[config.mk]
export PLATFORM = sky130hd
export DESIGN_NAME = reverse_vigenere_nibble_scramble_cipher
export DESIGN_NICKNAME = d
export VERILOG_FILES = /design/src/hw/rtl/vnsc_pkg.sv /design/src/hw/rtl/vnsc_ram.sv /design/src/hw/rtl/vnsc_key.sv /design/src/hw/rtl/reverse_vigenere_nibble_scramble_cipher.sv
export SDC_FILE = /design/constraint.sdc
export NUM_CORES = 1
export LEC_CHECK = 0
export ABC_CLOCK_PERIOD_IN_PS = 12500
export BUFFER_PORTS_ARGS = -buffer_cell sky130_fd_sc_hd__buf_2
export CORE_UTILIZATION = 45
export CTS_CLUSTER_DIAMETER = 30
export DETAILED_ROUTE_END_ITERATION = 10
export PLACE_DENSITY = 0.66
export SYNTH_ARGS = -nofsm -noshare
export SYNTH_HDL_FRONTEND = slang
export SYNTH_SLANG_ARGS = --single-unit
[constraint.sdc]
create_clock -name clk -period 12.5 [get_ports clk]
set_input_delay 0.625 -clock clk [delete_from_list [all_inputs] [get_ports clk]]
set_output_delay 0.625 -clock clk [all_outputs]
set_load 0.03 [all_outputs]
[src/hw/rtl/vnsc_pkg.sv]
`timescale 1ns / 1ps
`default_nettype none
package vnsc_pkg;

  // message store geometry
  localparam int MSG_DEPTH = 64;
  localparam int ADDR_W    = $clog2(MSG_DEPTH);
  localparam int CNT_W     = ADDR_W + 1;
  localparam int KEY_MAX   = 8;
  localparam int KPOS_W    = $clog2(KEY_MAX);

  // character constants
  localparam logic [7:0] CH_UPPER_A = 8'd65;
  localparam logic [7:0] CH_UPPER_Z = 8'd90;
  localparam logic [7:0] CH_LOWER_A = 8'd97;
  localparam logic [7:0] CH_LOWER_Z = 8'd122;
  localparam logic [7:0] CASE_DIFF  = 8'd32;
  localparam logic [5:0] ALPHA_LEN  = 6'd26;

  // configuration register indexes
  localparam logic REG_KEY_LETTERS = 1'b0;
  localparam logic REG_KEY_LENGTH  = 1'b1;

  // result status codes
  localparam logic [1:0] STAT_OK       = 2'd0;
  localparam logic [1:0] STAT_BAD_KEY  = 2'd1;
  localparam logic [1:0] STAT_OVERFLOW = 2'd2;

  // message mode
  localparam logic MODE_ENC = 1'b0;
  localparam logic MODE_DEC = 1'b1;

  typedef enum logic [1:0] {
    ST_LOAD,
    ST_START,
    ST_FWD,
    ST_REV
  } vnsc_state_t;

  // key unit status toward the sequencer
  typedef struct packed {
    logic                  key_ok;
    logic [4:0]            key_off;
    logic [KPOS_W-1:0]     len_m1;
  } vnsc_key_t;

  function automatic logic [7:0] to_upper(input logic [7:0] c);
    to_upper = (c >= CH_LOWER_A && c <= CH_LOWER_Z) ? c - CASE_DIFF : c;
  endfunction

  function automatic logic is_upper(input logic [7:0] c);
    is_upper = (c >= CH_UPPER_A && c <= CH_UPPER_Z);
  endfunction

  function automatic logic [3:0] swap_pairs(input logic [3:0] h);
    swap_pairs = {h[2], h[3], h[0], h[1]};
  endfunction

  function automatic logic [7:0] scramble(input logic [7:0] b);
    logic [3:0] h;
    h = swap_pairs(b[7:4]);
    scramble = {h, b[3:0] ^ h};
  endfunction

  function automatic logic [7:0] unscramble(input logic [7:0] b);
    unscramble = {swap_pairs(b[7:4]), b[3:0] ^ b[7:4]};
  endfunction

  // reduce 0..51 into 0..25
  function automatic logic [4:0] mod_alpha(input logic [5:0] v);
    logic [5:0] r;
    r = (v >= ALPHA_LEN) ? v - ALPHA_LEN : v;
    mod_alpha = r[4:0];
  endfunction

  // letter offset of an upper-case letter
  function automatic logic [4:0] letter_off(input logic [7:0] c);
    logic [7:0] d;
    d = c - CH_UPPER_A;
    letter_off = d[4:0];
  endfunction

endpackage
`default_nettype wire

[src/hw/rtl/vnsc_ram.sv]
`timescale 1ns / 1ps
`default_nettype none
module vnsc_ram (
  input  wire logic                      clk,
  input  wire logic                      we,
  input  wire logic [vnsc_pkg::ADDR_W-1:0] waddr,
  input  wire logic [7:0]                wdata,
  input  wire logic                      re,
  input  wire logic [vnsc_pkg::ADDR_W-1:0] raddr,
  output logic [7:0]                     rdata
);
  import vnsc_pkg::*;

  logic [7:0] mem [MSG_DEPTH];

  // write port
  always_ff @(posedge clk) begin
    if (we) begin
      mem[waddr] <= wdata;
    end
  end

  // registered read, data holds between reads
  always_ff @(posedge clk) begin
    if (re) begin
      rdata <= mem[raddr];
    end
  end

endmodule
`default_nettype wire

[src/hw/rtl/vnsc_key.sv]
`timescale 1ns / 1ps
`default_nettype none
module vnsc_key (
  input  wire logic [63:0]                 key_letters,
  input  wire logic [3:0]                  key_length,
  input  wire logic [vnsc_pkg::KPOS_W-1:0] key_pos,
  output vnsc_pkg::vnsc_key_t              key_st
);
  import vnsc_pkg::*;

  logic [3:0]        len_c;
  logic [KPOS_W-1:0] len_m1;
  logic [KEY_MAX-1:0] bad;
  logic [7:0]        cur_ch;

  // clamp length into 1..KEY_MAX
  always_comb begin
    if (key_length == 4'd0) begin
      len_c = 4'd1;
    end else if (key_length > 4'(KEY_MAX)) begin
      len_c = 4'(KEY_MAX);
    end else begin
      len_c = key_length;
    end
    len_m1 = KPOS_W'(len_c - 4'd1);
  end

  // every used key character must be a letter
  always_comb begin
    for (int i = 0; i < KEY_MAX; i++) begin
      bad[i] = (KPOS_W'(i) <= len_m1) && !is_upper(to_upper(key_letters[i*8 +: 8]));
    end
  end

  // current key character
  assign cur_ch = to_upper(key_letters[{key_pos, 3'b000} +: 8]);

  assign key_st.key_ok  = (bad == '0);
  assign key_st.key_off = letter_off(cur_ch);
  assign key_st.len_m1  = len_m1;

endmodule
`default_nettype wire

[src/hw/rtl/reverse_vigenere_nibble_scramble_cipher.sv]
`timescale 1ns / 1ps
`default_nettype none
// loading takes one byte per cycle into a 64-entry store, input ready only while loading
// encrypt: key check state, then store reads in reverse order into the output register
// decrypt: key check state, store rewrite in message order, then reversed store reads;
// a bad key gives a single error result from the key check state
// emission rate is one result per cycle while the receiver takes results, set by the single store read port
// reset (rst_n low, synchronous) empties the store and clears key position and mode
module reverse_vigenere_nibble_scramble_cipher (
  input  wire logic        clk,
  input  wire logic        rst_n,
  input  wire logic        cfg_wr_en,
  input  wire logic        cfg_addr,
  input  wire logic [63:0] cfg_wdata,
  input  wire logic        in_tvalid,
  output logic             in_tready,
  input  wire logic [7:0]  in_tdata,   // [7:0] data_byte
  input  wire logic        in_tlast,
  input  wire logic        in_tuser,   // [0] command
  output logic             out_tvalid,
  input  wire logic        out_tready,
  output logic [7:0]       out_tdata,  // [7:0] out_byte
  output logic             out_tlast,
  output logic [1:0]       out_tuser   // [1:0] status
);
  import vnsc_pkg::*;

  // configuration registers
  logic [63:0] key_letters_r;
  logic [3:0]  key_length_r;

  always_ff @(posedge clk) begin
    if (!rst_n) begin
      key_letters_r <= '0;
      key_length_r  <= 4'd1;
    end else if (cfg_wr_en) begin
      unique case (cfg_addr)
        REG_KEY_LETTERS: key_letters_r <= cfg_wdata;
        REG_KEY_LENGTH:  key_length_r  <= cfg_wdata[3:0];
        default:         key_length_r  <= key_length_r;
      endcase
    end
  end

  vnsc_state_t       state_r, state_nxt;
  logic [CNT_W-1:0]  cnt_r, cnt_nxt;
  logic [CNT_W-1:0]  iss_r, iss_nxt;
  logic [ADDR_W-1:0] rd_idx_r, rd_idx_nxt;
  logic              rd_v_r, rd_v_nxt;
  logic              ovf_r, ovf_nxt;
  logic              mode_r, mode_nxt;
  logic [KPOS_W-1:0] kpos_r, kpos_nxt;
  logic              out_v_r, out_v_nxt;
  logic [7:0]        out_byte_r, out_byte_nxt;
  logic              out_last_r, out_last_nxt;
  logic [1:0]        out_stat_r, out_stat_nxt;

  vnsc_key_t         key_st;
  logic              ram_we, ram_re;
  logic [ADDR_W-1:0] ram_waddr, ram_raddr;
  logic [7:0]        ram_wdata, ram_rdata;

  vnsc_key u_key (
    .key_letters (key_letters_r),
    .key_length  (key_length_r),
    .key_pos     (kpos_r),
    .key_st      (key_st)
  );

  vnsc_ram u_ram (
    .clk   (clk),
    .we    (ram_we),
    .waddr (ram_waddr),
    .wdata (ram_wdata),
    .re    (ram_re),
    .raddr (ram_raddr),
    .rdata (ram_rdata)
  );

  logic             in_acc, out_free, rd_more, issue;
  logic [CNT_W-1:0] rev_addr;
  logic [7:0]       enc_up, dec_un, enc_res, dec_res;
  logic             enc_let, dec_let;
  logic [KPOS_W-1:0] kpos_adv;
  logic [1:0]       run_stat;

  assign in_tready = (state_r == ST_LOAD);
  assign in_acc    = in_tvalid && in_tready;
  assign out_free  = !out_v_r || out_tready;
  assign rd_more   = (iss_r < cnt_r);
  assign rev_addr  = cnt_r - CNT_W'(1) - iss_r;
  assign kpos_adv  = (kpos_r == key_st.len_m1) ? '0 : kpos_r + KPOS_W'(1);
  assign run_stat  = ovf_r ? STAT_OVERFLOW : STAT_OK;

  // encrypt path: upper-case, shift letters forward, scramble nibbles
  assign enc_up  = to_upper(ram_rdata);
  assign enc_let = is_upper(enc_up);
  assign enc_res = scramble(enc_let ?
                   CH_UPPER_A + 8'(mod_alpha({1'b0, letter_off(enc_up)} +
                                             {1'b0, key_st.key_off})) : enc_up);

  // decrypt path: undo nibbles, shift upper-case letters back
  assign dec_un  = unscramble(ram_rdata);
  assign dec_let = is_upper(dec_un);
  assign dec_res = dec_let ?
                   CH_UPPER_A + 8'(mod_alpha({1'b0, letter_off(dec_un)} + ALPHA_LEN -
                                             {1'b0, key_st.key_off})) : dec_un;

  // sequencer
  always_comb begin
    state_nxt    = state_r;
    cnt_nxt      = cnt_r;
    iss_nxt      = iss_r;
    rd_idx_nxt   = rd_idx_r;
    rd_v_nxt     = rd_v_r;
    ovf_nxt      = ovf_r;
    mode_nxt     = mode_r;
    kpos_nxt     = kpos_r;
    out_v_nxt    = out_v_r && !out_tready;
    out_byte_nxt = out_byte_r;
    out_last_nxt = out_last_r;
    out_stat_nxt = out_stat_r;
    ram_we       = 1'b0;
    ram_waddr    = cnt_r[ADDR_W-1:0];
    ram_wdata    = in_tdata;
    ram_re       = 1'b0;
    ram_raddr    = iss_r[ADDR_W-1:0];
    issue        = 1'b0;

    unique case (state_r)
      ST_LOAD: begin
        if (in_acc) begin
          if (cnt_r == '0) begin
            mode_nxt = in_tuser;
          end
          if (cnt_r < CNT_W'(MSG_DEPTH)) begin
            ram_we  = 1'b1;
            cnt_nxt = cnt_r + CNT_W'(1);
          end else begin
            ovf_nxt = 1'b1;
          end
          if (in_tlast) begin
            state_nxt = ST_START;
          end
        end
      end

      ST_START: begin
        iss_nxt  = '0;
        rd_v_nxt = 1'b0;
        kpos_nxt = '0;
        if (!key_st.key_ok) begin
          // one error result, message discarded
          if (out_free) begin
            out_v_nxt    = 1'b1;
            out_byte_nxt = '0;
            out_last_nxt = 1'b1;
            out_stat_nxt = STAT_BAD_KEY;
            cnt_nxt      = '0;
            ovf_nxt      = 1'b0;
            state_nxt    = ST_LOAD;
          end
        end else if (mode_r == MODE_DEC) begin
          state_nxt = ST_FWD;
        end else begin
          state_nxt = ST_REV;
        end
      end

      ST_FWD: begin
        // read-modify-write in message order
        issue = rd_more;
        if (rd_v_r) begin
          ram_we    = 1'b1;
          ram_waddr = rd_idx_r;
          ram_wdata = dec_res;
          if (dec_let) begin
            kpos_nxt = kpos_adv;
          end
          rd_v_nxt = 1'b0;
          if ({1'b0, rd_idx_r} == cnt_r - CNT_W'(1)) begin
            state_nxt = ST_REV;
            kpos_nxt  = '0;
          end
        end
        if (issue) begin
          ram_re     = 1'b1;
          ram_raddr  = iss_r[ADDR_W-1:0];
          rd_idx_nxt = iss_r[ADDR_W-1:0];
          rd_v_nxt   = 1'b1;
          iss_nxt    = iss_r + CNT_W'(1);
        end
        if (state_nxt == ST_REV) begin
          iss_nxt = '0;
        end
      end

      ST_REV: begin
        // reversed emission, one read in flight at most
        if (rd_v_r && out_free) begin
          out_v_nxt    = 1'b1;
          out_stat_nxt = run_stat;
          out_last_nxt = (rd_idx_r == '0);
          rd_v_nxt     = 1'b0;
          if (mode_r == MODE_DEC) begin
            out_byte_nxt = to_upper(ram_rdata);
          end else begin
            out_byte_nxt = enc_res;
            if (enc_let) begin
              kpos_nxt = kpos_adv;
            end
          end
          issue = rd_more;
          if (rd_idx_r == '0) begin
            state_nxt = ST_LOAD;
            cnt_nxt   = '0;
            ovf_nxt   = 1'b0;
            kpos_nxt  = '0;
          end
        end else if (!rd_v_r) begin
          issue = rd_more;
        end
        if (issue) begin
          ram_re     = 1'b1;
          ram_raddr  = rev_addr[ADDR_W-1:0];
          rd_idx_nxt = rev_addr[ADDR_W-1:0];
          rd_v_nxt   = 1'b1;
          iss_nxt    = iss_r + CNT_W'(1);
        end
      end

      default: begin
        state_nxt = ST_LOAD;
      end
    endcase
  end

  // control state
  always_ff @(posedge clk) begin
    if (!rst_n) begin
      state_r <= ST_LOAD;
      cnt_r   <= '0;
      iss_r   <= '0;
      rd_v_r  <= 1'b0;
      ovf_r   <= 1'b0;
      mode_r  <= MODE_ENC;
      kpos_r  <= '0;
      out_v_r <= 1'b0;
    end else begin
      state_r <= state_nxt;
      cnt_r   <= cnt_nxt;
      iss_r   <= iss_nxt;
      rd_v_r  <= rd_v_nxt;
      ovf_r   <= ovf_nxt;
      mode_r  <= mode_nxt;
      kpos_r  <= kpos_nxt;
      out_v_r <= out_v_nxt;
    end
  end

  // payload registers
  always_ff @(posedge clk) begin
    rd_idx_r   <= rd_idx_nxt;
    out_byte_r <= out_byte_nxt;
    out_last_r <= out_last_nxt;
    out_stat_r <= out_stat_nxt;
  end

  assign out_tvalid = out_v_r;
  assign out_tdata  = out_byte_r;
  assign out_tlast  = out_last_r;
  assign out_tuser  = out_stat_r;

endmodule
`default_nettype wire

Word-level counts from Yosys, hierarchy flattened
Memory sizes are Yosys's and may differ from the RTL's. A register that Yosys moved wholly into a read port is not among the register bits. Index checks and enable logic that the tools add are counted.

Add/subtract/negate cells: 26. Magnitude comparators: 53. Equality and inequality tests: 23. Shifts and indexed selects: 1. Muxes and demuxes: 96. Bitwise gates (word level): 3. Reductions and logical operators: 62.

Operators with widths (count): greater-or-equal comparator 8 x 7 -> 1 bit (second input constant) (20); less-or-equal comparator 8 x 7 -> 1 bit (second input constant) (20); 2-to-1 mux 8 bit (17); subtractor 8 x 6 -> 8 bit (second input constant) (9); indexed part select 64 x 7 -> 8 bit (1); 2-to-1 mux 7 bit (9); one-hot mux 7 bit (3 select lines) (2); 2-to-1 mux 6 bit (6); logical AND 1 bit (31); 2-to-1 mux 3 bit (10); 2-to-1 mux 2 bit (13); 2-to-1 mux 1 bit (25); subtractor 5 x 1 -> 5 bit (second input constant) (4); inequality test 3 bit (second input constant) (6); adder 7 x 5 -> 8 bit (first input constant) (2); inequality test 2 bit (second input constant) (8); one-hot mux 8 bit (2 select lines) (1); 2-to-1 mux 5 bit (3); adder 7 x 1 -> 7 bit (second input constant) (2); AND reduction 7 bit (2); greater-or-equal comparator 6 x 5 -> 1 bit (second input constant) (2); less-or-equal comparator 3 bit (first input constant) (4); one-hot mux 6 bit (2 select lines) (1); logical NOT 1 bit (10); other kinds (38) (56).

Register bits: 108. RAM bits: 512. Input bits: 80. Output and inout port bits: 13. Logic and storage cells: 279. Memories: 1.

Memory list: u_ram.mem (depth 64, width 8, read ports 1, clocked after memory_dff 1, wr ports 1, line vnsc_ram.sv:14) `logic [7:0] mem [MSG_DEPTH];`.

Longest topological paths before layout
Depth after elaboration: 14. Gate-level depth with buffers: 19. Gate-level depth less buffers: 18.

Modules after synthesis
A second synthesis with hierarchy kept.

Cell total of the unflattened synthesis: 1909. Area total of the unflattened synthesis: 27963.1 µm².

Modules (own cells, without submodules): vnsc_ram (times used 1, cells each 940, area each 20250.7 µm², seq. area each 15615.0 µm²); reverse_vigenere_nibble_scramble_cipher (times used 1, cells each 833, area each 6666.4 µm², seq. area each 2332.2 µm²); vnsc_key (times used 1, cells each 136, area each 1046.0 µm², seq. area each 0.0 µm²).

Least setup slack after synthesis
Ideal clock, no wire load.

Kind: register -> register. Start point: register kpos_r[0]. End point: memory u_ram.mem[0][3] (data pin). Library setup time: 0.702 ns. Arrival: 6.953 ns. Data required time: 11.798 ns. Path slack: 4.846 ns. Cell stages (with the launch flop): 20. Path buffers: 1. Period minus slack after synthesis: 7.654 ns. Path through: dfxtp_1 buf_1 mux4_2 mux2i_1 ha_1 inv_1 ha_1 inv_1 ha_1 inv_1 fa_1 nor2b_1 o21ai_0 a21boi_0 a2bb2oi_1 mux2i_1 nand3_1 xnor2_1 mux2i_1 o21ai_0.

Longest elaborated chain between the ends: 12. Elaborated cells between the ends (all ways): 15. Those cells by class: 5 x add/sub; 3 x order compare; 1 x shift; 5 x mux; 1 x reduce/logical.

Ends and longest elaborated chain: start, declared (line reverse_vigenere_nibble_scramble_cipher.sv:52) `logic [KPOS_W-1:0] kpos_r, kpos_nxt;`; start signal, assigned (line reverse_vigenere_nibble_scramble_cipher.sv:256) `kpos_r <= kpos_nxt;`; indexed part select 64 x 7 -> 8 bit (*) (line vnsc_key.sv:36) `assign cur_ch = to_upper(key_letters[{key_pos, 3'b000} +: 8]);`; greater-or-equal comparator 8 x 7 -> 1 bit / less-or-equal comparator 8 x 7 -> 1 bit (equally long branches) (line vnsc_pkg.sv:48) `to_upper = (c >= CH_LOWER_A && c <= CH_LOWER_Z) ? c - CASE_DIFF : c;`; logical AND 1 bit (line vnsc_pkg.sv:48); 2-to-1 mux 5 bit (*) (line vnsc_pkg.sv:48); subtractor 5 x 1 -> 5 bit (*) (line vnsc_pkg.sv:79) `d = c - CH_UPPER_A;`; subtractor 6 x 5 -> 6 bit (*) (line reverse_vigenere_nibble_scramble_cipher.sv:106) `CH_UPPER_A + 8'(mod_alpha({1'b0, letter_off(dec_un)} + ALPHA_LEN -`; subtractor 5 bit / greater-or-equal comparator 6 x 5 -> 1 bit (equally long branches) (line vnsc_pkg.sv:72) `r = (v >= ALPHA_LEN) ? v - ALPHA_LEN : v;`; 2-to-1 mux 5 bit (*) (line vnsc_pkg.sv:72); adder 7 x 5 -> 8 bit (*) (line reverse_vigenere_nibble_scramble_cipher.sv:106); 2-to-1 mux 8 bit (*) (line reverse_vigenere_nibble_scramble_cipher.sv:105) `assign dec_res = dec_let ?`; 2-to-1 mux 8 bit (*) (line reverse_vigenere_nibble_scramble_cipher.sv:173) `if (rd_v_r) begin`; 2-to-1 mux 8 bit (*) (line reverse_vigenere_nibble_scramble_cipher.sv:130) `unique case (state_r)`; net ram_wdata[3] (line reverse_vigenere_nibble_scramble_cipher.sv:61) `logic [7:0] ram_wdata, ram_rdata;`; end, declared (line vnsc_ram.sv:14).

Mark *: on every way through the listed nets, which the timed path passes. The rest lies on a longest branch.

Worst setup path in the final report
Start point: register kpos_r[0]. End point: memory u_ram.mem[26][5] (data pin).

Same word-level chain as after synthesis.

==> results_dict.tcl <==
set metrics [dict create \
    status "complete, no violations" \
    ys_types 76 \
    setup_violations 0 \
    clk_latency_ps 660 \
    yosysSeqAreaShare_pct 63.99 \
    syn_to_final_growth_pct 18.14 \
    crit_chain "mux4_2 -> mux2i_1 -> ha_1 -> inv_1 -> ha_1 -> inv_1 -> ha_1 -> inv_1 -> fa_1 -> nor2b_1 -> o21ai_0 -> a21boi_0 -> a2bb2oi_1 -> mux2i_1 -> nand3_1 -> nor4b_1 -> o21ai_0 -> nand2_2" \
    grt_pass1_wl_um 110400 \
    place_area_mm2 0.02928 \
    cap_violations 0 \
    place.gp.congestion 0.9052 \
    peakVddDrop_mv 0.1216 \
    critical-path-max-stage-delay_ps 870 \
    avgViaCountPerCell 5.587 \
    syn_area_mm2 0.02805 \
    drt_iter0_markers 1954 \
    yosys_warnings 0 \
    finish.net_count 2780 \
    grt.overflow.total 0 \
    post-route-min-period_ps 6429 \
    path_buf_inv 3 \
    fmax_mhz 155.6 \
    p_leak_nw 11.74 \
    cts_tree "yes" \
    synth_cells 2543 \
    dpl.hpwl_um 44640 \
    synth_area_per_cell_um2 11.03 \
    ys_ff_latch 628 \
    worst_ep_arrival_time_ps 6710 \
    post_cts_buffers 0 \
    tns_ps 0 \
    synth_edf_count 537 \
    power_density_mw_per_mm2 171.9 \
    numPortBuffers 92 \
    drt_pass1_iterations 9 \
    critPathTopFamily "simple AND/OR/NAND/NOR gates" \
    pin_count 93 \
    critical_path_class "flip-flop to flip-flop" \
    routed_wl_um 71490 \
    tightest_slew_ps 1161 \
    startpoint_type "flip-flop" \
    antenna_found_initial 2 \
    drc 0 \
    antenna_left 0 \
    initial_utilization_pct 45.53 \
    dp_slack_ps 6066 \
    vias 19910 \
    synthFlopType "edfxtp_1" \
    cts_num_sinks 628 \
    post_cts_resize_count 0 \
    crit_fanout 64 \
    h-tree-depth 3 \
    chipHeight_um 251.6 \
    drv_slew 0 \
    grt_max_degree 173 \
    synth-async-reset-ratio_pct 0 \
    cts.clk_slew.worst_paths_ps 50 \
    avgRoutedWirePerCell_um 20.06 \
    fp-row-count 91 \
    whs_ps 228.0 \
    fin_worst_skew_ps 28.79 \
    drive_above_1_share_pct 12.66 \
    finalHoldViolCount 0 \
    hold_class "primary input to flip-flop" \
    synth_fp_nets 2690 \
    die_w_um 251.6 \
    worstPathRequired_ps 12780 \
    grt_pass1_vias 19420 \
    grtUsageTotal_pct 22.56 \
    max_slew_margin_pct 22.61 \
    fin_ws_ps 6071 \
    rsz0062_at_grt "no" \
    cts_root_buf "clkbuf_16" \
    core_mm2 0.06160 \
    cts-buffers-inserted 109 \
    clock_tree.buffer_depth 3 \
    end_kind "flip-flop" \
    critPathSlowestCell "nand2_2" \
    fin_area_mm2 0.03313 \
    fin_crit_sh_pct 51.43 \
    cts_hold_buffers 0 \
    dieArea_mm2 0.06333 \
]
path summary, 6_finish.rpt:
check	from	to	slack, ps	cells after the start
worst max-delay path	kpos_r[0]	u_ram.mem[26][5]	6070	18
worst min-delay path	cfg_wdata[4]	key_letters_r[4]	230	3
worst max register to register	kpos_r[0]	u_ram.mem[26][5]	6070	18
worst min register to register	key_letters_r[23]	key_letters_r[23]	460	2
cell usage in the layout, fill, tap and decap left out, drive strengths merged, types with 37 or more instances in the layout:
cell type / Yosys / final
inv: 70 / 81
nor2: 128 / 128
nand3: 283 / 283
nand2: 718 / 718
buf: 74 / 111
edfxtp: 537 / 537
ha: 64 / 64
dfxtp: 91 / 91
a21oi: 101 / 101
nand4: 68 / 68
clkinv: 2 / 37
o21ai: 42 / 42
clkbuf: 58 / 121
layout make-up:
| class | count | area, um2 |
|---|---|---|
| antenna | 1 | 2.502 |
| clock buffer | 121 | 2844 |
| clock inverter | 82 | 1002 |
| fill | 5094 | 28460 |
| inverter | 72 | 270.3 |
| multi-input combinational | 1711 | 9404 |
| sequential | 628 | 17950 |
| tap | 837 | 1047 |
| timing repair buffer | 111 | 615.6 |
power breakdown:
| group | switching (mW) | total, mW | leakage, nW | internal [mW] |
|---|---|---|---|---|
| Clock | 1.05 | 3.05 | 1.83 | 2.00 |
| Sequential | 0.0202 | 2.32 | 5.58 | 2.30 |
| Combinational | 0.203 | 0.325 | 4.33 | 0.122 |
| Total | 1.28 | 5.70 | 11.7 | 4.42 |
registers in the layout, indices dropped and copies added, names as in the netlist:
signal         count
rd_idx_r           6
key_length_r       4
kpos_r             3
cnt_r              7
u_ram.rdata        8
mode_r             1
u_ram.mem        512
rd_v_r             1
out_tuser          2
out_tdata          8
iss_r              7
ovf_r              1
out_tlast          1
out_tvalid         1
key_letters_r     64
state_r            2
cell usage after synthesis, types with 11 or more instances:
cell | count | area (um2)
edfxtp_1 | 537 | 16130
nand4_1 | 68 | 425.4
clkbuf_1 | 58 | 217.7
mux2i_1 | 18 | 180.2
ha_1 | 64 | 800.8
o21ai_0 | 39 | 195.2
xnor2_1 | 29 | 254.0
dfxtp_1 | 91 | 1822
xor2_1 | 22 | 192.7
nor3_1 | 11 | 55.05
inv_1 | 69 | 259.0
nand3_1 | 283 | 1416
nor2_1 | 128 | 480.5
buf_2 | 62 | 310.3
a22oi_1 | 33 | 247.7
nand2_1 | 718 | 2695
a21oi_1 | 101 | 505.5
nor2b_1 | 12 | 75.07
through the flow:
stage	total power, mW	util [%]	instances
finish	5.695	53.79	3563
global route	5.856	53.79	3562
CTS	5.725	53.79	3562
detailed placement	2.680	47.54	3359
global placement	2.671	47.54	3359
floorplan	2.581	-	2543
worst register-to-register path: stages (launching register included):
cell	delay (ps)
dfxtp_1	830
mux4_2	620
mux2i_1	450
ha_1	370
inv_1	100
ha_1	230
inv_1	60
ha_1	150
inv_1	50
fa_1	400
nor2b_1	120
o21ai_0	90
a21boi_0	240
a2bb2oi_1	370
mux2i_1	350
nand3_1	170
nor4b_1	360
o21ai_0	170
nand2_2	870
cells by family (layout without fill, tap and decap cells):
family / Yosys count / count (layout) / synth area share [%]
AO/OA/AOI/OAI: 268 / 268 / 6.130
flip-flops: 628 / 628 / 63.99
multiplexers: 33 / 33 / 1.646
AND/OR/NAND/NOR: 1288 / 1288 / 20.20
buffers and inverters: 204 / 386 / 3.047
other: 0 / 1 / 0
adder cells (fa/ha/maj): 67 / 67 / 3.069
XOR/XNOR: 55 / 55 / 1.918
routing by layer:
metal  share of wire [%]  vias to the layer above  track usage (%)  wire length (um)
li1                    -                     9296                -                 -
met1                  42                     9689            29.65             29780
met2                  48                      784            37.70             34650
met3                 7.0                      138            4.106              5037
met4                 2.8                        0            7.491              2020
met5                   0                        -                0                 0
Note: power is estimated with default switching activity, not from simulation.
